[src/nfec_pkg.sv]
// ---------------------------------------------------------------------------
// nfec_pkg: shared types and constants for the Nova escape-time counter
// Q8.24 word limits, config register indexes, sequencer states and a saturation helper.
// ---------------------------------------------------------------------------
package nfec_pkg;

	localparam int WORD_W = 32;

	localparam logic signed [WORD_W-1:0] WORD_MAX = 32'sh7FFF_FFFF;
	localparam logic signed [WORD_W-1:0] WORD_MIN = 32'sh8000_0000;

	// Configuration register indexes
	localparam logic [0:0] REG_RELAX = 1'b0;
	localparam logic [0:0] REG_MAXIT = 1'b1;

	typedef enum logic [4:0] {
		ST_IDLE,
		ST_TEST,
		ST_X2,
		ST_X3,
		ST_Y2,
		ST_Y3,
		ST_T1,
		ST_FX,
		ST_T2,
		ST_FY,
		ST_FPY,
		ST_D1,
		ST_D2,
		ST_DEN,
		ST_N1,
		ST_N2,
		ST_N3,
		ST_N4,
		ST_DIVX,
		ST_DIVY,
		ST_UPX,
		ST_UPY,
		ST_DONE
	} state_t;

	function automatic logic signed [WORD_W-1:0] sat64(input logic signed [63:0] v);
		logic signed [WORD_W-1:0] r;
		if (v > 64'sh0000_0000_7FFF_FFFF) r = WORD_MAX;
		else if (v < -64'sh0000_0000_8000_0000) r = WORD_MIN;
		else r = v[WORD_W-1:0];
		return r;
	endfunction

endpackage

[src/nfec_div.sv]
// ---------------------------------------------------------------------------
// nfec_div: fixed-point restoring divider
// Computes n/d (d>0) truncated toward zero, saturated, one bit per cycle.
// ---------------------------------------------------------------------------
module nfec_div #(
	parameter int FRAC_BITS = 24
) (
	input  logic                                 clk,
	input  logic                                 arst_n,
	input  logic                                 start,
	input  logic signed [nfec_pkg::WORD_W-1:0]   num,
	input  logic signed [nfec_pkg::WORD_W-1:0]   den,
	output logic                                 busy,
	output logic                                 done,
	output logic signed [nfec_pkg::WORD_W-1:0]   quo
);
	localparam int SW = nfec_pkg::WORD_W + FRAC_BITS + 1;
	localparam int CW = $clog2(SW + 1);

	logic [SW-1:0] num_q;
	logic [nfec_pkg::WORD_W:0] rem_q;
	logic [SW-1:0] q_q;
	logic [nfec_pkg::WORD_W-1:0] d_q;
	logic neg_q;
	logic [CW-1:0] cnt_q;
	logic busy_q, done_q;

	logic [nfec_pkg::WORD_W+1:0] rem_sh;
	logic [nfec_pkg::WORD_W+1:0] rem_sub;
	logic [nfec_pkg::WORD_W:0] abs_n;
	logic [SW-1:0] limit;

	assign abs_n = num[nfec_pkg::WORD_W-1] ? (33'd0 - {num[nfec_pkg::WORD_W-1], num})
		: {1'b0, num};
	assign rem_sh = {rem_q, num_q[SW-1]};
	assign rem_sub = rem_sh - {2'b00, d_q};
	assign limit = neg_q ? SW'(33'h1_0000_0000 >> 1) : SW'(32'h7FFF_FFFF);

	always_ff @(posedge clk or negedge arst_n) begin
		if (!arst_n) begin
			busy_q <= 1'b0;
			done_q <= 1'b0;
			cnt_q <= '0;
		end else begin
			done_q <= 1'b0;
			if (start) begin
				busy_q <= 1'b1;
				cnt_q <= CW'(SW);
			end else if (busy_q) begin
				cnt_q <= cnt_q - 1'b1;
				if (cnt_q == CW'(1)) begin
					busy_q <= 1'b0;
					done_q <= 1'b1;
				end
			end
		end
	end

	always_ff @(posedge clk) begin
		if (start) begin
			num_q <= SW'(abs_n) << FRAC_BITS;
			rem_q <= '0;
			q_q <= '0;
			d_q <= den;
			neg_q <= num[nfec_pkg::WORD_W-1];
		end else if (busy_q) begin
			num_q <= num_q << 1;
			if (!rem_sub[nfec_pkg::WORD_W+1]) begin
				rem_q <= rem_sub[nfec_pkg::WORD_W:0];
				q_q <= {q_q[SW-2:0], 1'b1};
			end else begin
				rem_q <= rem_sh[nfec_pkg::WORD_W:0];
				q_q <= {q_q[SW-2:0], 1'b0};
			end
		end
	end

	logic [SW-1:0] qs;
	assign qs = (q_q > limit) ? limit : q_q;
	assign quo = neg_q ? nfec_pkg::WORD_W'(SW'(0) - qs) : qs[nfec_pkg::WORD_W-1:0];
	assign busy = busy_q;
	assign done = done_q;
endmodule

[config.mk]
export PLATFORM = sky130hd
export DESIGN_NAME = nfec_div
export DESIGN_NICKNAME = d
export VERILOG_FILES = /design/src/nfec_pkg.sv /design/src/nfec_div.sv
export SDC_FILE = /design/constraint.sdc
export NUM_CORES = 1
export LEC_CHECK = 0
export ABC_AREA = 1
export BUFFER_PORTS_ARGS = -buffer_cell sky130_fd_sc_hd__buf_4
export CORE_MARGIN = 2
export CORE_UTILIZATION = 50
export DETAILED_ROUTE_END_ITERATION = 6
export HOLD_SLACK_MARGIN = 0.06
export PLACE_DENSITY = 0.7
export SLEW_MARGIN = 20
export SYNTH_ARGS = -nofsm -noshare
export SYNTH_HDL_FRONTEND = slang
export SYNTH_SLANG_ARGS = --single-unit
[constraint.sdc]
create_clock -name clk -period 5.9 [get_ports clk]
set_input_delay 0.59 -clock clk [delete_from_list [all_inputs] [get_ports clk]]
set_output_delay 0.59 -clock clk [all_outputs]
set_load 0.05 [all_outputs]
==> qor.yml, run 1 <==
htree_levels: 4
rows: 53
worst_pin_slew_ns: 0.834
slowest_delay_ns: 0.55
placed_area_sq_mm: 0.0117
multi_input_area_sq_mm: 0.00570
rrSetupSlack_ns: 2.53
fillers: 1987
cts_hold_buf: 1
grt_max_degree: 64
syn_inst: 1488
seq_area_frac_synth_pct: 36.9
internal_power_mw: 2.56
dieArea_sq_mm: 0.0228
cts_num_sinks: 164
dp_hpwl_um: 17900
drt_wl_total_um: 24600
p_per_area_mw_per_mm2: 351
area_growth_pct: 14.3
crit_path_max_fanout: 50
fin_total_pwr_mw: 4.33
max-cap-violations: 0
ys_types: 52
clock_power_share_pct: 26.5
routed_via_density: 5.23
crit_path_cell_trace: "buf_4 > ha_1 > nand2_1 > nor2_1 > nand4_1 > nor2_1 > nand2_1 > nand3_1 > nand2_1 > nand2_2 > nand2_4 > a21oi_1 > ha_1 > nand2_2 > nor2_2 > nand2_1 > nand2_1 > nand3_2 > nor2_1 > nor2_1 > nor2_1 > buf_4"
clk_pin_slew_ns: 0.07
antenna_found_initial: 0
path_buf_inv: 2
start_kind: "register"
dr.first_iter.drc_count: 523
cts_tree: "done"
post-route-drc-count: 0
grt.overflow.total: 0
dp_slack_ns: 1.40
synth_nets: 1624
static-leakage-power_nw: 6.17
antenna_left: 0
cts_resized: 0
cts_setup_buffers: 0
worstHoldPathCells: 1
register_area_sq_mm: 0.00398
start_util_pct: 51.2
reg2regPathDepth: 16
comb_power_share_pct: 41.7
drt_first_pass_iters: 5
cts-root-buf: "clkbuf_16"
gp_congestion: 0.919
critical-path-slowest-cell: "edfxtp_1"
path_delay_family: "simple AND/OR/NAND/NOR gates"
synth_edf_count: 66
period_share_pct: 84.7
dr_total_vias: 9728
core_area_sq_mm: 0.0211
post_drt_wl_per_cell_um: 13.2
p_sw_mw: 1.77
antenna_cells: 0
numCtsBuffers: 17
setup_violations: 0
outcome: "complete, no violations"
synthFlopType: "dfxtp_1"
io_pins: 101
netlist_area_sq_mm: 0.0108
skew_ns: 0.0143
rr_endpoint: "rem_q[25]$_SDFFE_PP0P_"
drive_gt1_share_pct: 11.4
min_from: "den[8]"
fmax_mhz: 200
finalInstanceArea_sq_mm: 0.0123
final.setup.tns_ns: 0
final_nets: 1707
hold_viol: 0
clk_path_buf_depth: 2
grt_pass1_vias: 8875
regToRegStartpoint: "d_q[8]$_DFFE_PP_"
die_h_um: 151
clk_latency_ns: 0.42
portBuffers: 100
switching_share_pct: 40.9
hold_end: "d_q[8]$_DFFE_PP_"
slew_headroom_pct: 44.2
arrival_ns: 4.40
syn_area_per_cell_sq_um: 7.25
chipWidth_um: 151
finalMaxSlewViolations: 0
grt_pass1_wl_um: 41100
setup_ws_ns: 0.905
yosys_warnings: 0
grtUsageTotal_pct: 22.1
hp-class: "input port to register"
async_flop_share_pct: 4.88
crit_required_ns: 5.31
irDropWorstVdd_mv: 0.202
pwr-share-seq_pct: 31.8
layout_min_cycle_time_ns: 4.99
crit_type: "register to output port"
rsz0062_at_grt: "false"
critPathCaptureType: "output port"
yosys_register_bits: 164
==> placed cells by master (no fill, tap or decap), drive strengths merged, types with 5 or more instances in the layout <==
| cell | Yosys | routed |
|---|---|---|
| dfrtp | 8 | 8 |
| a21oi | 63 | 63 |
| nand4 | 18 | 18 |
| buf | 16 | 109 |
| xor2 | 40 | 40 |
| o211ai | 9 | 9 |
| nand2 | 388 | 388 |
| o22ai | 58 | 58 |
| ha | 68 | 68 |
| clkinv | 2 | 6 |
| inv | 229 | 236 |
| edfxtp | 66 | 66 |
| nand3 | 70 | 70 |
| nand3b | 5 | 5 |
| dfxtp | 90 | 90 |
| nor2 | 125 | 125 |
| clkbuf | 30 | 20 |
| a31oi | 7 | 7 |
| nor3 | 14 | 14 |
| xnor2 | 17 | 17 |
| o21ai | 132 | 132 |
==> layer usage <==
layer / global-route usage [%] / up-vias / wire (um)
met5: 0 / - / 0
met4: 5.19 / 0 / 304
met3: 4.31 / 29 / 1400
met2: 34.4 / 249 / 10600
met1: 31.8 / 4395 / 12300
li1: - / 5055 / -
==> state kept, by name, indices dropped and copies added, names as in the netlist <==
signal and cells:
neg_q 1, rem_q 33, q_q 57, busy 1, cnt_q 6, done 1, d_q 32, num_q 33
==> cell families (layout without fill, tap and decap cells) <==
| family | count (synthesis) | after routing | share of synthesized area [%] |
|---|---|---|---|
| xor+xnor | 57 | 57 | 4.63 |
| fa+ha+maj | 69 | 69 | 8.07 |
| flops | 164 | 164 | 36.9 |
| compound gates | 291 | 291 | 15.4 |
| buf+inv | 277 | 373 | 10.3 |
| simple gates | 630 | 630 | 24.7 |
==> worst register-to-register path: cells and delay by family (launching register included) <==
kind / cells / cell delay, ns
fa+ha+maj: 1 / 0.33
flops: 1 / 0.33
buf+inv: 2 / 0.11
simple gates: 7 / 1.11
compound gates: 6 / 1.41
==> power groups by stage <==
stage,clock network (mW),logic (mW),registers [mW]
floorplan,0,1.38,1.39
global placement,0,1.76,1.40
detailed placement,0,1.78,1.40
CTS,1.16,1.80,1.38
global route,1.21,2.02,1.39
finish,1.14,1.80,1.38
==> cell usage after synthesis (3+ instances only) <==
cell type,number,area share (%)
nand3_1,66,3.1
o22ai_1,58,3.4
inv_1,228,7.9
o211ai_1,9,0.63
o21ai_0,123,5.7
nand2_4,6,0.63
buf_2,7,0.32
o21ai_2,3,0.24
nor4_1,4,0.23
a21oi_1,60,2.8
a21o_1,4,0.28
o21bai_1,4,0.28
xnor2_1,17,1.4
nor3_1,14,0.65
ha_1,68,7.9
nand3_2,4,0.37
buf_6,5,0.52
nand3b_1,5,0.35
xor2_1,40,3.2
edfxtp_1,66,18
dfrtp_1,8,1.9
a31oi_1,7,0.41
nor2_1,118,4.1
nand2_1,372,13
or2_2,3,0.17
nor2_2,7,0.41
o21a_1,4,0.28
nand2_2,10,0.58
nand4_1,18,1.0
clkbuf_1,29,1.0
dfxtp_1,90,17
o21ai_1,5,0.23
==> metrics by stage <==
stage | util (%) | hold slack, ns | instances
final | 58.5 | 0.330 | 1859
after global routing | 58.5 | 0.312 | 1859
after CTS | 58.5 | 0.323 | 1859
after global placement | 55.6 | 0.415 | 1826
after floorplan | - | 0.294 | 1488
after detailed placement | 55.6 | 0.416 | 1826
==> final cells by class <==
cell class              instances  share of cell area, %
inverters                     231                   7.04
clock buffers                  20                   3.88
well taps                     275                   2.79
repair buffers                110                   6.71
multi-input cells            1047                   46.2
flip-flops and latches        164                   32.3
clock inverters                12                   1.10
==> worst max-delay path by stage <==
stage | start | to | slack (ns) | cells after the start
floorplan | neg_q$_DFFE_PP_ | quo[11] | 0.98 | 15
global placement | neg_q$_DFFE_PP_ | quo[20] | 1.55 | 24
detailed placement | neg_q$_DFFE_PP_ | quo[20] | 1.40 | 22
CTS | neg_q$_DFFE_PP_ | quo[20] | 0.94 | 22
global route | neg_q$_DFFE_PP_ | quo[26] | 0.49 | 24
finish | neg_q$_DFFE_PP_ | quo[20] | 0.91 | 22
Note: power is estimated with default switching activity, not from simulation.
==> run 2, diff against run 1 <==
- PLACE_DENSITY: 0.7 -> 0.73
- clock period: 5.9 -> 4.49 ns (I/O delays scaled with it)
==> run 2 against run 1 <==
Flip-flop and latch count is the same. Global-route usage down 0.062 points. Cell count grew 0.43%. Clock skew down 0.0043 ns. Worst setup slack worse by 0.60 ns. Largest cell class unchanged. Largest power group unchanged. Highest routed layer unchanged.
==> qor.yml, run 2 (synthesis gave the netlist of run 1 again) <==
die_h_um: 151  # unchanged
crit_path_max_fanout: 21  # -58%
hold_viol: 0  # unchanged
largest_reg_flops: 57  # unchanged
crit_type: "register to output port"
outcome: "complete, no violations"
static-leakage-power_nw: 6.18  # +0.24%
start_kind: "register"
finalMaxSlewViolations: 0  # unchanged
crit_path_cell_trace: "buf_12 > buf_12 > ha_4 > nand2_1 > nor2_2 > nand4_1 > nor2_2 > nand2_1 > nand3_1 > nand2_1 > nand2_4 > nand2_8 > buf_4 > nand2_1 > nand3_1 > nor2_2 > nand2_2 > o21ai_4 > nand2_1 > nand2_1 > nand2_1 > inv_1 > buf_4"
comb_power_share_pct: 43.5  # +1.8 points
clk_pin_slew_ns: 0.06  # about the same
grtUsageTotal_pct: 22.0  # -0.062 points
routed_via_density: 5.19  # -0.87%
fin_total_pwr_mw: 5.59  # +29%
drive_gt1_share_pct: 13.1  # +1.8 points
largest_registers: "q_q x57, num_q x33, rem_q x33"
fin_util_pct: 59.3  # +0.80 points
gp_congestion: 0.941  # +2.5%
grt_pass1_vias: 8956  # +0.91%
slew_headroom_pct: 43.6  # -0.64 points
clk_latency_ns: 0.42  # about the same
rsz0062_at_grt: "true"
portBuffers: 100  # unchanged
final_common_cell: "nand2_1"
dieArea_sq_mm: 0.0228  # unchanged
grt_max_degree: 82  # +28%
cts_tree: "done"
critical-path-slowest-cell: "edfxtp_1"
dr.first_iter.drc_count: 674  # +29%
arrival_ns: 3.73  # -0.67 ns
fmax_mhz: 239
switching_share_pct: 40.9  # about the same
htree_levels: 4  # unchanged
final_nets: 1715  # +0.47%
io_pins: 101  # unchanged
antenna_cells: 0  # unchanged
skew_ns: 0.00993  # -0.00433 ns
fillers: 1963  # -1.2%
grt.overflow.total: 0  # unchanged
regMostFlops: "q_q"
antenna_left: 0  # unchanged
dr_total_vias: 9685  # -0.44%
rows: 53  # unchanged
internal_power_mw: 3.30  # +29%
period_share_pct: 93.1
timing.critical_path.mode_cell: "nand2_1"
final.setup.tns_ns: 0  # unchanged
max-cap-violations: 0  # unchanged
final_cell_mix: "369 x nand2_1, 224 x inv_1, 119 x o21ai_0"
pwr-share-seq_pct: 32.5  # +0.7 points
cts-root-buf: "clkbuf_16"
hp-class: "input port to register"
drt_wl_total_um: 24300  # -1.3%
antenna_found_initial: 0  # unchanged
area_growth_pct: 15.9
crit_required_ns: 4.04  # -1.27 ns
slowest_delay_ns: 0.41  # -0.14 ns
post_drt_wl_per_cell_um: 13.0  # -1.7%
numCtsBuffers: 17  # unchanged
grt_pass1_wl_um: 41000  # -0.22%
layout_min_cycle_time_ns: 4.18
clk_path_buf_depth: 2  # unchanged
setup_violations: 0  # unchanged
irDropWorstVdd_mv: 0.312  # +54%
clock_power_share_pct: 24.1  # -2.4 points
p_per_area_mw_per_mm2: 447  # +27%
post-route-drc-count: 0  # unchanged
cts_num_sinks: 164  # unchanged
worst_pin_slew_ns: 0.843  # +0.00956 ns
chipWidth_um: 151  # unchanged
dp_hpwl_um: 17900  # +0.46%
drt_first_pass_iters: 5  # unchanged
p_sw_mw: 2.28  # +29%
critPathCaptureType: "output port"
core_area_sq_mm: 0.0211  # unchanged
start_util_pct: 51.2  # unchanged
## run 2: cell count changes in the layout (fill, tap and decap cells not counted), moves of 4 or more
cell        before  now
o21ai_1          5    9
nor2_1         117  108
clkinvlp_4       0    4
o21ai_0        123  119
inv_6            4    0
nor2_2           8   15
buf_6            0    4
## run 2: layout make-up
class / instances / area, sq um / share of cell area (%)
repair buffers: 118 / 928 / 7.42
clock inverters: 13 / 113 / 0.900
flip-flops and latches: 164 / 3980 / 31.8
clock buffers: 19 / 433 / 3.46
well taps: 275 / 344 / 2.75
inverters: 231 / 868 / 6.94
multi-input cells: 1047 / 5840 / 46.7
## run 2: worst paths after layout
kind                                        start                endpoint  slack (ns)  cells after the start
setup / recovery                  neg_q$_DFFE_PP_                 quo[18]        0.31                     23
hold reg to reg            rem_q[17]$_SDFFE_PP0P_  rem_q[17]$_SDFFE_PP0P_        0.47                      2
hold / removal                            den[30]       d_q[30]$_DFFE_PP_        0.20                      1
min in group asynchronous                  arst_n          done$_DFF_PN0_        0.39                      2
max in group asynchronous                  arst_n    cnt_q[2]$_DFFE_PN0P_        3.96                      2
setup reg to reg                d_q[12]$_DFFE_PP_  rem_q[31]$_SDFFE_PP0P_        1.05                     18
## run 2: power groups by stage
| stage | Combinational [mW] | Clock (mW) | Sequential (mW) |
|---|---|---|---|
| 5_1_grt | 2.72 | 1.44 | 1.83 |
| 2_1_floorplan | 1.83 | 0 | 1.82 |
| 6_report | 2.43 | 1.34 | 1.81 |
| 3_5_place_dp | 2.36 | 0 | 1.84 |
| 4_1_cts | 2.38 | 1.38 | 1.81 |
| 3_3_place_gp | 2.34 | 0 | 1.84 |
## run 2: what timing repair did
action	4_1_cts	5_1_grt
pin swaps	0	7
hold buffers	1	0
endpoints found under the setup margin	9	26
cloned	0	0
endpoints found under the hold margin	8	0
setup buffers	1	4
resized for setup	0	31
## run 2: metal layers
layer	GRT usage, %	wire length [um]
met1	32.1	12200
met2	34.3	10500
met3	3.92	1260
met4	4.86	271
met5	0	0
## run 2: critical path, delay by kind of cell, from the launching register on
kind / cells / cell delay [ns]
AOI/OAI and AO/OA: 1 / 0.20
DFF: 1 / 0.41
adders and majority gates: 1 / 0.27
buffers and inverters: 5 / 0.80
and+or+nand+nor: 16 / 1.61
## run 2: metrics by stage
stage | std cells | hold slack, ns | setup slack, ns | area (sq um)
finish | 1867 | 0.200 | 0.308 | 12500
global route | 1867 | 0.179 | -0.0365 | 12500
CTS | 1863 | 0.180 | 0.170 | 12300
detailed placement | 1829 | 0.278 | 0.409 | 11800
global placement | 1829 | 0.277 | 0.482 | 11800
floorplan | 1488 | 0.153 | 0.0706 | 10800
==> run 3, diff against run 2 <==
- MAX_ROUTING_LAYER: not set -> met4
==> run 3 against run 2 <==
Combinational power barely moved. Clock power grew 4%. Maximum frequency is 1.1% lower. Worst setup slack worse by 0.045 ns. Die area unchanged. Sequential share of layout area fell by 0.23 points. Critical path type unchanged. Largest cell class unchanged. Largest power group unchanged.
==> qor.yml, run 3 (synthesis gave the netlist of run 1 again) <==
hold_viol: 0  # unchanged
final.setup.tns_ns: 0  # unchanged
grt.overflow.total: 0  # unchanged
critPathCaptureType: "output port"
layout_min_cycle_time_ns: 4.23  # +0.0451 ns
use_met2_pct: 34.1  # -0.25 points
clk_path_buf_depth: 2  # unchanged
crit_path_max_fanout: 6  # -71%
period_share_pct: 94.1  # +1.0 points
chipWidth_um: 151  # unchanged
multi_input_area_sq_mm: 0.00585  # +0.11%
area_growth_pct: 16.7
reg2regPathDepth: 17  # -1
numCtsBuffers: 17  # unchanged
grt_util_met3_pct: 2.95  # -0.96 points
crit_required_ns: 4.04  # about the same
use_met1_pct: 32.3  # +0.19 points
dp_hpwl_um: 18000  # +0.58%
irDropWorstVdd_mv: 0.219  # -30%
start_util_pct: 51.2  # unchanged
skew_ns: 0.0107  # +0.000737 ns
grtUsageTotal_pct: 22.6  # +0.55 points
grt_pass1_vias: 8894  # -0.69%
regMostFlops: "q_q"
largest_registers: "q_q x57, num_q x33, rem_q x33"
dieArea_sq_mm: 0.0228  # unchanged
drt_first_pass_iters: 5  # unchanged
dr.first_iter.drc_count: 567  # -16%
gp_congestion: 0.939  # -0.24%
start_kind: "register"
post_drt_wl_per_cell_um: 13.1  # +1.1%
drt_wl_total_um: 24600  # +1.5%
cts_tree: "done"
drive_gt1_share_pct: 13.9  # +0.75 points
fmax_mhz: 237  # -1.1%
rows: 53  # unchanged
dr_total_vias: 9765  # +0.83%
grt_pass1_wl_um: 40800  # -0.54%
gr-max-usage-layer: "met2"
register_area_sq_mm: 0.00398  # unchanged
final_cell_mix: "364 x nand2_1, 225 x inv_1, 117 x o21ai_0"
p_per_area_mw_per_mm2: 449  # +0.47%
clk_pin_slew_ns: 0.06  # about the same
setup_violations: 0  # unchanged
max-cap-violations: 0  # unchanged
antenna_found_initial: 0  # unchanged
clk_latency_ns: 0.42  # about the same
io_pins: 101  # unchanged
worst_pin_slew_ns: 0.859  # +0.0156 ns
cts-root-buf: "clkbuf_16"
fin_util_pct: 59.7  # +0.43 points
die_h_um: 151  # unchanged
routed_via_density: 5.21  # +0.40%
cts_num_sinks: 164  # unchanged
antenna_cells: 0  # unchanged
fillers: 1967  # +0.20%
final_nets: 1723  # +0.47%
arrival_ns: 3.78  # +0.05 ns
core_area_sq_mm: 0.0211  # unchanged
finalMaxSlewViolations: 0  # unchanged
htree_levels: 4  # unchanged
outcome: "complete, no violations"
grt_max_degree: 72  # -12%
hp-class: "input port to register"
antenna_left: 0  # unchanged
static-leakage-power_nw: 6.23  # +0.72%
crit_type: "register to output port"
portBuffers: 100  # unchanged
post-route-drc-count: 0  # unchanged
final_common_cell: "nand2_1"
largest_reg_flops: 57  # unchanged
worstHoldPathCells: 1  # unchanged
slew_headroom_pct: 42.6  # -1.0 points
-- run 3: path summary, 6_finish.rpt --
path | from | to | slack, ns
max | neg_q$_DFFE_PP_ | quo[30] | 0.26
min | den[2] | d_q[2]$_DFFE_PP_ | 0.19
max reg2reg | num_q[56]$_DFFE_PP_ | rem_q[24]$_SDFFE_PP0P_ | 1.08
min reg2reg | rem_q[10]$_SDFFE_PP0P_ | rem_q[10]$_SDFFE_PP0P_ | 0.47
max in group asynchronous | arst_n | cnt_q[3]$_DFFE_PN0P_ | 3.97
min in group asynchronous | arst_n | done$_DFF_PN0_ | 0.38
-- run 3: repair_timing --
item / CTS / global route
hold endpoints to repair: 8 / 0
pin swaps: 0 / 7
endpoints found under the setup margin: 12 / 25
hold buffers: 1 / 0
gates cloned: 0 / 1
buffers inserted: 3 / 8
gates resized for setup: 0 / 46
-- run 3: layer usage --
metal	share of wire, %	wire length, um
met2	44	10700
met3	5.3	1300
met5	0	0
met1	50	12300
met4	1.3	314
-- run 3: per-stage QoR --
step | total power, mW | cell area, sq um | std cells | hold WS (ns) | worst slack [ns]
after detailed placement | 4.20 | 11800 | 1830 | 0.277 | 0.384
after global routing | 6.05 | 12600 | 1875 | 0.182 | -0.0397
final | 5.65 | 12600 | 1875 | 0.195 | 0.263
after CTS | 5.62 | 12400 | 1866 | 0.182 | 0.104
after global placement | 4.17 | 11800 | 1830 | 0.277 | 0.480
after floorplan | 3.65 | 10800 | 1488 | 0.153 | 0.0706
-- run 3: critical path, stage by stage (launching register included) --
cell	delay, ns
edfxtp_1	0.46
buf_6	0.17
buf_4	0.13
ha_1	0.29
nand2_1	0.07
nor2_1	0.10
nand4_1	0.15
nor2_2	0.16
nand2_1	0.08
nand3_1	0.07
nand2_1	0.08
nand2_4	0.13
nand2_8	0.08
nand2_2	0.07
nand2_1	0.05
inv_1	0.08
ha_2	0.19
nand2_2	0.07
inv_1	0.05
nand2_1	0.08
nor2_2	0.13
nand3_1	0.09
nand2_2	0.12
nand3_1	0.09
nand2_1	0.07
nand2_1	0.05
inv_1	0.07
buf_6	0.16
-- run 3: final cells by class --
type / instances / share of cell area (%)
inverter: 231 / 6.92
clock buffer: 18 / 3.41
multi-input combinational: 1048 / 46.4
clock inverter: 14 / 1.09
timing repair buffer: 125 / 7.84
tap: 275 / 2.73
sequential: 164 / 31.6
-- run 3: report_power, final --
| group | leakage, nW | switching [mW] | total (mW) | internal [mW] |
|---|---|---|---|---|
| sequential | 1.51 | 0.0934 | 1.81 | 1.72 |
| clock | 0.265 | 0.590 | 1.40 | 0.813 |
| combinational | 4.45 | 1.61 | 2.43 | 0.828 |
| total | 6.23 | 2.29 | 5.65 | 3.36 |
